## config.mk

```make
export PLATFORM = sky130hd
export DESIGN_NAME = gamepad_report_mapper
export DESIGN_NICKNAME = d
export VERILOG_FILES = /design/src/hw/rtl/gpm_pkg.sv /design/src/hw/rtl/gpm_cfg.sv /design/src/hw/rtl/gpm_map.sv /design/src/hw/rtl/gamepad_report_mapper.sv
export SDC_FILE = /design/constraint.sdc
export NUM_CORES = 1
export LEC_CHECK = 0
export BUFFER_PORTS_ARGS = -buffer_cell sky130_fd_sc_hd__buf_2
export CAP_MARGIN = 5
export CORE_ASPECT_RATIO = 0.5
export CORE_MARGIN = 8
export CORE_UTILIZATION = 50
export DETAILED_ROUTE_END_ITERATION = 6
export MAX_ROUTING_LAYER = met4
export PLACE_DENSITY = 0.76
export SLEW_MARGIN = 20
export SYNTH_ARGS = -nofsm -noshare
export SYNTH_HDL_FRONTEND = slang
export SYNTH_HIERARCHICAL = 1
export SYNTH_SLANG_ARGS = --single-unit
```

## constraint.sdc

```tcl
create_clock -name aclk -period 4.3 [get_ports aclk]
set_clock_uncertainty 0.15 [all_clocks]
set_input_delay 0.215 -clock aclk [delete_from_list [all_inputs] [get_ports aclk]]
set_output_delay 0.215 -clock aclk [all_outputs]
set_load 0.02 [all_outputs]
```

## src/hw/rtl/gpm_pkg.sv

```systemverilog
package gpm_pkg;

    localparam logic [15:0] BASE_OFF        = 16'hFFFF;
    localparam logic [15:0] BASE_MAX        = 16'd65496;
    localparam logic [6:0]  DEAD_ZONE_RESET = 7'd32;

    localparam logic [3:0]  TYPE_ABSENT = 4'd0;
    localparam logic [3:0]  TYPE_ANALOG = 4'd3;

    localparam logic        REG_RECORD_BASE = 1'b0;
    localparam logic        REG_DEAD_ZONE   = 1'b1;

    localparam logic [7:0]  AXIS_CENTRE = 8'h80;
    localparam logic [7:0]  AXIS_NEG    = 8'h80;
    localparam logic [7:0]  AXIS_POS    = 8'h7F;
    localparam logic [7:0]  TRIG_FULL   = 8'hFF;
    localparam logic [7:0]  CONNECTED   = 8'h80;

    localparam logic [3:0]  DIR_UP    = 4'b0001;
    localparam logic [3:0]  DIR_DOWN  = 4'b0010;
    localparam logic [3:0]  DIR_LEFT  = 4'b0100;
    localparam logic [3:0]  DIR_RIGHT = 4'b1000;

    typedef struct packed {
        logic [15:0] record_base;
        logic [6:0]  dead_zone;
    } cfg_t;

    typedef struct packed {
        logic [15:0] trigger_word;
        logic [31:0] stick_word;
        logic [31:0] button_word;
    } poll_t;

    typedef struct packed {
        logic [7:0] right_trigger;
        logic [7:0] left_trigger;
        logic [7:0] right_y;
        logic [7:0] right_x;
        logic [7:0] left_y;
        logic [7:0] left_x;
        logic [7:0] buttons_b;
        logic [7:0] buttons_a;
        logic [7:0] stick_dirs;
        logic [7:0] status_dpad;
    } record_t;

    function automatic logic [7:0] axis_mag(input logic [7:0] b);
        return b[7] ? (~b + 8'd1) : b;
    endfunction

    function automatic logic [3:0] dir_bits(input logic [7:0] x, input logic [7:0] y,
                                            input logic [6:0] dz);
        logic [7:0] ax;
        logic [7:0] ay;
        logic [7:0] dzw;
        logic [3:0] bits;
        ax   = axis_mag(x);
        ay   = axis_mag(y);
        dzw  = {1'b0, dz};
        bits = 4'd0;
        if (ax > dzw || ay > dzw) begin
            if (ax > dzw && ay <= ax) begin
                bits = bits | (x[7] ? DIR_LEFT : DIR_RIGHT);
            end
            if (ay > dzw && ax <= ay) begin
                bits = bits | (y[7] ? DIR_UP : DIR_DOWN);
            end
        end
        return bits;
    endfunction

endpackage

```

## src/hw/rtl/gpm_cfg.sv

```systemverilog
module gpm_cfg (
    input  logic               aclk,
    input  logic               aresetn,
    input  logic               psel,
    input  logic               penable,
    input  logic               pwrite,
    input  logic [2:0]         paddr,
    input  logic [31:0]        pwdata,
    output logic [31:0]        prdata,
    output logic               pready,
    output gpm_pkg::cfg_t      cfg
);

    logic [15:0] base_reg;
    logic [15:0] base_next;
    logic [6:0]  dz_reg;
    logic [6:0]  dz_next;
    logic        wr_en;
    logic        reg_sel;

    assign pready  = 1'b1;
    assign wr_en   = psel & penable & pwrite & pready;
    assign reg_sel = paddr[2];

    always_comb begin
        base_next = base_reg;
        dz_next   = dz_reg;
        if (wr_en) begin
            unique case (reg_sel)
                gpm_pkg::REG_RECORD_BASE: begin
                    if (pwdata[15:0] == gpm_pkg::BASE_OFF ||
                        pwdata[15:0] <= gpm_pkg::BASE_MAX) begin
                        base_next = pwdata[15:0];
                    end
                end
                gpm_pkg::REG_DEAD_ZONE: begin
                    dz_next = pwdata[6:0];
                end
                default: begin
                    base_next = base_reg;
                end
            endcase
        end
    end

    always_ff @(posedge aclk) begin
        if (!aresetn) begin
            base_reg <= gpm_pkg::BASE_OFF;
            dz_reg   <= gpm_pkg::DEAD_ZONE_RESET;
        end else begin
            base_reg <= base_next;
            dz_reg   <= dz_next;
        end
    end

    always_comb begin
        unique case (reg_sel)
            gpm_pkg::REG_RECORD_BASE: prdata = {16'd0, base_reg};
            gpm_pkg::REG_DEAD_ZONE:   prdata = {25'd0, dz_reg};
            default:                  prdata = 32'd0;
        endcase
    end

    assign cfg.record_base = base_reg;
    assign cfg.dead_zone   = dz_reg;

    a_base_legal: assert property (@(posedge aclk) disable iff (!aresetn)
        base_reg == gpm_pkg::BASE_OFF || base_reg <= gpm_pkg::BASE_MAX)
        else $error("record base holds a rejected value");

endmodule

```

## src/hw/rtl/gpm_map.sv

```systemverilog
module gpm_map (
    input  gpm_pkg::poll_t   poll,
    input  logic [6:0]       dead_zone,
    output gpm_pkg::record_t rec
);

    logic [31:0] key;
    logic [3:0]  ctype;
    logic [7:0]  lx;
    logic [7:0]  ly;
    logic [7:0]  rx;
    logic [7:0]  ry;
    logic [7:0]  lt_raw;
    logic [7:0]  rt_raw;
    logic [7:0]  lt;
    logic [7:0]  rt;
    logic [7:0]  btn_b;
    logic [7:0]  status;

    assign key   = poll.button_word;
    assign ctype = key[31:28];

    always_comb begin
        if (ctype == gpm_pkg::TYPE_ANALOG) begin
            lx     = poll.stick_word[7:0]   ^ gpm_pkg::AXIS_CENTRE;
            ly     = poll.stick_word[15:8]  ^ gpm_pkg::AXIS_CENTRE;
            rx     = poll.stick_word[23:16] ^ gpm_pkg::AXIS_CENTRE;
            ry     = poll.stick_word[31:24] ^ gpm_pkg::AXIS_CENTRE;
            lt_raw = poll.trigger_word[7:0];
            rt_raw = poll.trigger_word[15:8];
            status = gpm_pkg::CONNECTED | {4'd0, key[3:0]};
        end else begin
            lx     = key[2] ? gpm_pkg::AXIS_NEG : (key[3] ? gpm_pkg::AXIS_POS : 8'd0);
            ly     = key[0] ? gpm_pkg::AXIS_NEG : (key[1] ? gpm_pkg::AXIS_POS : 8'd0);
            rx     = 8'd0;
            ry     = 8'd0;
            lt_raw = 8'd0;
            rt_raw = 8'd0;
            status = gpm_pkg::CONNECTED;
        end
    end

    always_comb begin
        lt    = (key[10] && lt_raw == 8'd0) ? gpm_pkg::TRIG_FULL : lt_raw;
        rt    = (key[11] && rt_raw == 8'd0) ? gpm_pkg::TRIG_FULL : rt_raw;
        btn_b = {1'b0, key[13:12], 1'b0, key[15:14], key[11:10]};
        btn_b[0] = btn_b[0] | (lt > {1'b0, dead_zone});
        btn_b[1] = btn_b[1] | (rt > {1'b0, dead_zone});
    end

    always_comb begin
        if (ctype == gpm_pkg::TYPE_ABSENT) begin
            rec = '0;
        end else begin
            rec.status_dpad   = status;
            rec.stick_dirs    = {gpm_pkg::dir_bits(rx, ry, dead_zone),
                                 gpm_pkg::dir_bits(lx, ly, dead_zone)};
            rec.buttons_a     = {key[9:8], 1'b0, key[7:6], 1'b0, key[5:4]};
            rec.buttons_b     = btn_b;
            rec.left_x        = lx;
            rec.left_y        = ly;
            rec.right_x       = rx;
            rec.right_y       = ry;
            rec.left_trigger  = lt;
            rec.right_trigger = rt;
        end
    end

endmodule

```

## src/hw/rtl/gamepad_report_mapper.sv

```systemverilog
// An accepted poll passes through the input register and then the result register, whose
// valid bit drives m_tvalid. Throughput: one poll per cycle while the result register is
// empty or its result is being taken; the input register also loads while it is empty.
// No result is produced for a poll that enters the result register while the record base
// is 65535. Reset (synchronous, active low) empties both registers and sets the record
// base to 65535 and the deadzone to 32.
module gamepad_report_mapper (
    input  logic        aclk,
    input  logic        aresetn,
    input  logic        s_tvalid,
    output logic        s_tready,
    // button_word [31:0], stick_word [63:32], trigger_word [79:64]
    input  logic [79:0] s_tdata,
    output logic        m_tvalid,
    input  logic        m_tready,
    // record_address [15:0], status_dpad [23:16], stick_dirs [31:24], buttons_a [39:32],
    // buttons_b [47:40], left_x [55:48], left_y [63:56], right_x [71:64], right_y [79:72],
    // left_trigger [87:80], right_trigger [95:88]
    output logic [95:0] m_tdata,
    input  logic        psel,
    input  logic        penable,
    input  logic        pwrite,
    input  logic [2:0]  paddr,
    input  logic [31:0] pwdata,
    output logic [31:0] prdata,
    output logic        pready
);

    gpm_pkg::cfg_t    cfg;
    gpm_pkg::record_t rec;

    logic             in_valid_reg;
    logic             in_valid_next;
    gpm_pkg::poll_t   in_reg;
    gpm_pkg::poll_t   in_next;
    logic             out_valid_reg;
    logic             out_valid_next;
    logic [15:0]      out_addr_reg;
    logic [15:0]      out_addr_next;
    gpm_pkg::record_t out_rec_reg;
    gpm_pkg::record_t out_rec_next;
    logic             load_out;
    logic             adv_in;

    gpm_cfg u_cfg (
        .aclk    (aclk),
        .aresetn (aresetn),
        .psel    (psel),
        .penable (penable),
        .pwrite  (pwrite),
        .paddr   (paddr),
        .pwdata  (pwdata),
        .prdata  (prdata),
        .pready  (pready),
        .cfg     (cfg)
    );

    gpm_map u_map (
        .poll      (in_reg),
        .dead_zone (cfg.dead_zone),
        .rec       (rec)
    );

    assign load_out = !out_valid_reg || m_tready;
    assign adv_in   = in_valid_reg && load_out;
    assign s_tready = !in_valid_reg || load_out;

    always_comb begin
        in_valid_next  = in_valid_reg;
        in_next        = in_reg;
        out_valid_next = out_valid_reg;
        out_addr_next  = out_addr_reg;
        out_rec_next   = out_rec_reg;
        if (s_tready) begin
            in_valid_next = s_tvalid;
            in_next       = s_tdata;
        end
        if (load_out) begin
            out_valid_next = in_valid_reg && (cfg.record_base != gpm_pkg::BASE_OFF);
            out_addr_next  = cfg.record_base;
            out_rec_next   = rec;
        end
    end

    always_ff @(posedge aclk) begin
        if (!aresetn) begin
            in_valid_reg  <= 1'b0;
            out_valid_reg <= 1'b0;
        end else begin
            in_valid_reg  <= in_valid_next;
            out_valid_reg <= out_valid_next;
        end
        in_reg       <= in_next;
        out_addr_reg <= out_addr_next;
        out_rec_reg  <= out_rec_next;
    end

    assign m_tvalid = out_valid_reg;
    assign m_tdata  = {out_rec_reg, out_addr_reg};

    a_addr_enabled: assert property (@(posedge aclk) disable iff (!aresetn)
        m_tvalid |-> m_tdata[15:0] != gpm_pkg::BASE_OFF)
        else $error("result carries the disabling base address");

    a_absent_zero: assert property (@(posedge aclk) disable iff (!aresetn)
        (m_tvalid && !m_tdata[23]) |-> m_tdata[95:16] == 80'd0)
        else $error("disconnected record is not all zero");

    a_no_overwrite: assert property (@(posedge aclk) disable iff (!aresetn)
        (s_tvalid && s_tready && in_valid_reg) |-> adv_in)
        else $error("poll accepted over a held poll");

    a_result_follows: assert property (@(posedge aclk) disable iff (!aresetn)
        (adv_in && cfg.record_base != gpm_pkg::BASE_OFF) |=> m_tvalid)
        else $error("poll moved on without producing its result");

endmodule
```

==> flow_metrics.env <==
export IMPL_start_util=0.507
export IMPL_grt_overflow=0
export IMPL_layout_nets=1248
export IMPL_cts_path_max_buffers=2
export IMPL_htreeDepth=4
export IMPL_hold_worst_slack_ps=71.6
export IMPL_clkSlewWorstSetupHoldPaths_ps=70
export IMPL_crit_arrival_ps=3700
export IMPL_die_w_um=208
export IMPL_critical_path_required_ps=4310
export IMPL_cap_viol_max_count=0
export IMPL_rsz0062_at_grt="no"
export IMPL_fin_cells=1319
export IMPL_dpl_hpwl_um=16000
export IMPL_status="complete, no violations"
export IMPL_worst_pin_slew_ps=1070
export IMPL_setup_viol=0
export IMPL_largest_register_ffs=80
export IMPL_fin_tns_setup_ps=0
export IMPL_critPathMaxFanout=21
export IMPL_clock_sinks=189
export IMPL_firstDrtPassIters=5
export IMPL_yosysWarnings=6
export IMPL_power_density_mw_per_mm2=376
export IMPL_rrSetupSlack_ps=610
export IMPL_dpl_cell_area_mm2=0.0104
export IMPL_syn_inst=783
export IMPL_wirelength_um=23600
export IMPL_antenna_found_initial=1
export IMPL_drt_iter0_drc=468
export IMPL_max_stage_delay_ps=570
export IMPL_port_buffer_count=205
export IMPL_p_total_mw=4.46
export IMPL_coreArea_mm2=0.0183
export IMPL_nFillCells=1342
export IMPL_drive_above_1_share=0.255
export IMPL_synth_avg_cell_area_um2=11.8
export IMPL_slew_headroom=0.286
export IMPL_grt_max_degree=82
export IMPL_hold_violations=0
export IMPL_wl_per_cell_um=17.9
export IMPL_critPathTopFamily="simple AND/OR/NAND/NOR gates"
export IMPL_end_kind="flip-flop"
export IMPL_dp_cells=1201
export IMPL_rows=35
export IMPL_drc=0
export IMPL_critPathSlowestCell="and4bb_4"
export IMPL_cts_root_buf="clkbuf_16"
export IMPL_start_kind="flip-flop"
export IMPL_fmaxAchievable_mhz=271
export IMPL_grt_total_usage=0.200
export IMPL_io_pin_count=253
export IMPL_grt_pass1_vias=7271
export IMPL_worstSkewPairLatency_ps=430
export IMPL_numCtsBuffers=17
export IMPL_grt_pass1_wl_um=36500
export IMPL_post_route_period_util=0.858
export IMPL_path_class="flip-flop to flip-flop"
export IMPL_die_area_mm2=0.0234
export IMPL_vias=6960
export IMPL_drv_slew=0
export IMPL_irDropWorstVdd_v=0.000244
export IMPL_min_path_type="input port to flip-flop"
export IMPL_viasPerCell=5.28
export IMPL_cts_tree="built"
export IMPL_post_cts_buffers=0
export IMPL_netlist_area_mm2=0.00926
export IMPL_cp_cell_sequence="and4bb_4, nor2_1, a21oi_1, ha_1, a21oi_2, xnor2_1, a21o_1, ha_1, nand2_1, nor2_1, o21a_1, a2bb2oi_1, nor3_1"
export IMPL_syn_to_final_growth_pct=28.1
export IMPL_min_period_ps=3690
export IMPL_path_buf_inv=0
export IMPL_die_h_um=112
export IMPL_ant_nets=0
export IMPL_postLayoutCellArea_mm2=0.0119
export IMPL_p_leak_nw=5.16
export IMPL_gp_congestion=0.880
## routing by layer
layer	wire length (µm)	global-route usage	vias up
met1	9820	0.223	3311
met5	0	-	-
met3	1240	0.0409	39
met2	12000	0.358	238
li1	-	-	3372
met4	516	0.0673	0
## per-stage QoR
step	utilization	setup slack [ps]
2_1_floorplan	-	871
3_3_place_gp	0.568	809
3_5_place_dp	0.568	716
4_1_cts	0.649	696
5_1_grt	0.649	370
6_report	0.649	613
## area by class of cell
| cell class | instances | area [µm²] | share of cell area |
|---|---|---|---|
| clock buffers | 22 | 528 | 0.0445 |
| clock inverters | 10 | 97.6 | 0.00823 |
| multi-input cells | 514 | 3410 | 0.287 |
| well taps | 240 | 300 | 0.0253 |
| inverters | 47 | 179 | 0.0151 |
| flip-flops and latches | 189 | 5430 | 0.457 |
| repair buffers | 296 | 1920 | 0.162 |
| diodes | 1 | 2.50 | 0.000211 |
## worst register-to-register path, delay by kind of cell (launching register included)
| kind | cells | cell delay (ps) |
|---|---|---|
| xor gates and xnor gates | 1 | 170 |
| AOI/OAI and AO/OA | 5 | 1040 |
| and+or+nand+nor | 5 | 1080 |
| adders and majority gates | 2 | 600 |
| DFF | 1 | 410 |
## power by group
part	switching (mW)	total, mW	internal [mW]
clock	0.684	1.62	0.939
sequential	0.0569	2.18	2.12
combinational	0.395	0.663	0.267
## cell usage in the layout, fill, tap and decap left out, drive strengths merged, types with 7 or more instances in the layout
master / count
buf: 211
edfxtp: 164
dlygate4sd3: 85
nand2: 76
a21oi: 63
ha: 61
nor2: 56
inv: 48
o211ai: 36
o21ai: 29
and2: 27
dfxtp: 25
conb: 24
clkbuf: 22
xnor2: 17
nand4: 14
nor3: 11
nand2b: 10
nand3: 9
nor2b: 8
nor4: 8
clkinv: 8
a21boi: 7
a21o: 7
## final timing paths
kind                          start           endpoint  cells after the start
setup reg to reg         in_reg[30]        m_tdata[25]                     13
setup / recovery         in_reg[30]        m_tdata[25]                     13
hold reg to reg   u_cfg/base_reg[0]    out_addr_reg[0]                      0
hold / removal              aresetn  u_cfg/base_reg[5]                      2
## timing repair
action / in CTS / in global routing
hold buffers: 85 / 0
gates resized for setup: 0 / 0
endpoints found under the hold margin: 92 / 0
Power figures use the tool's default switching activity.
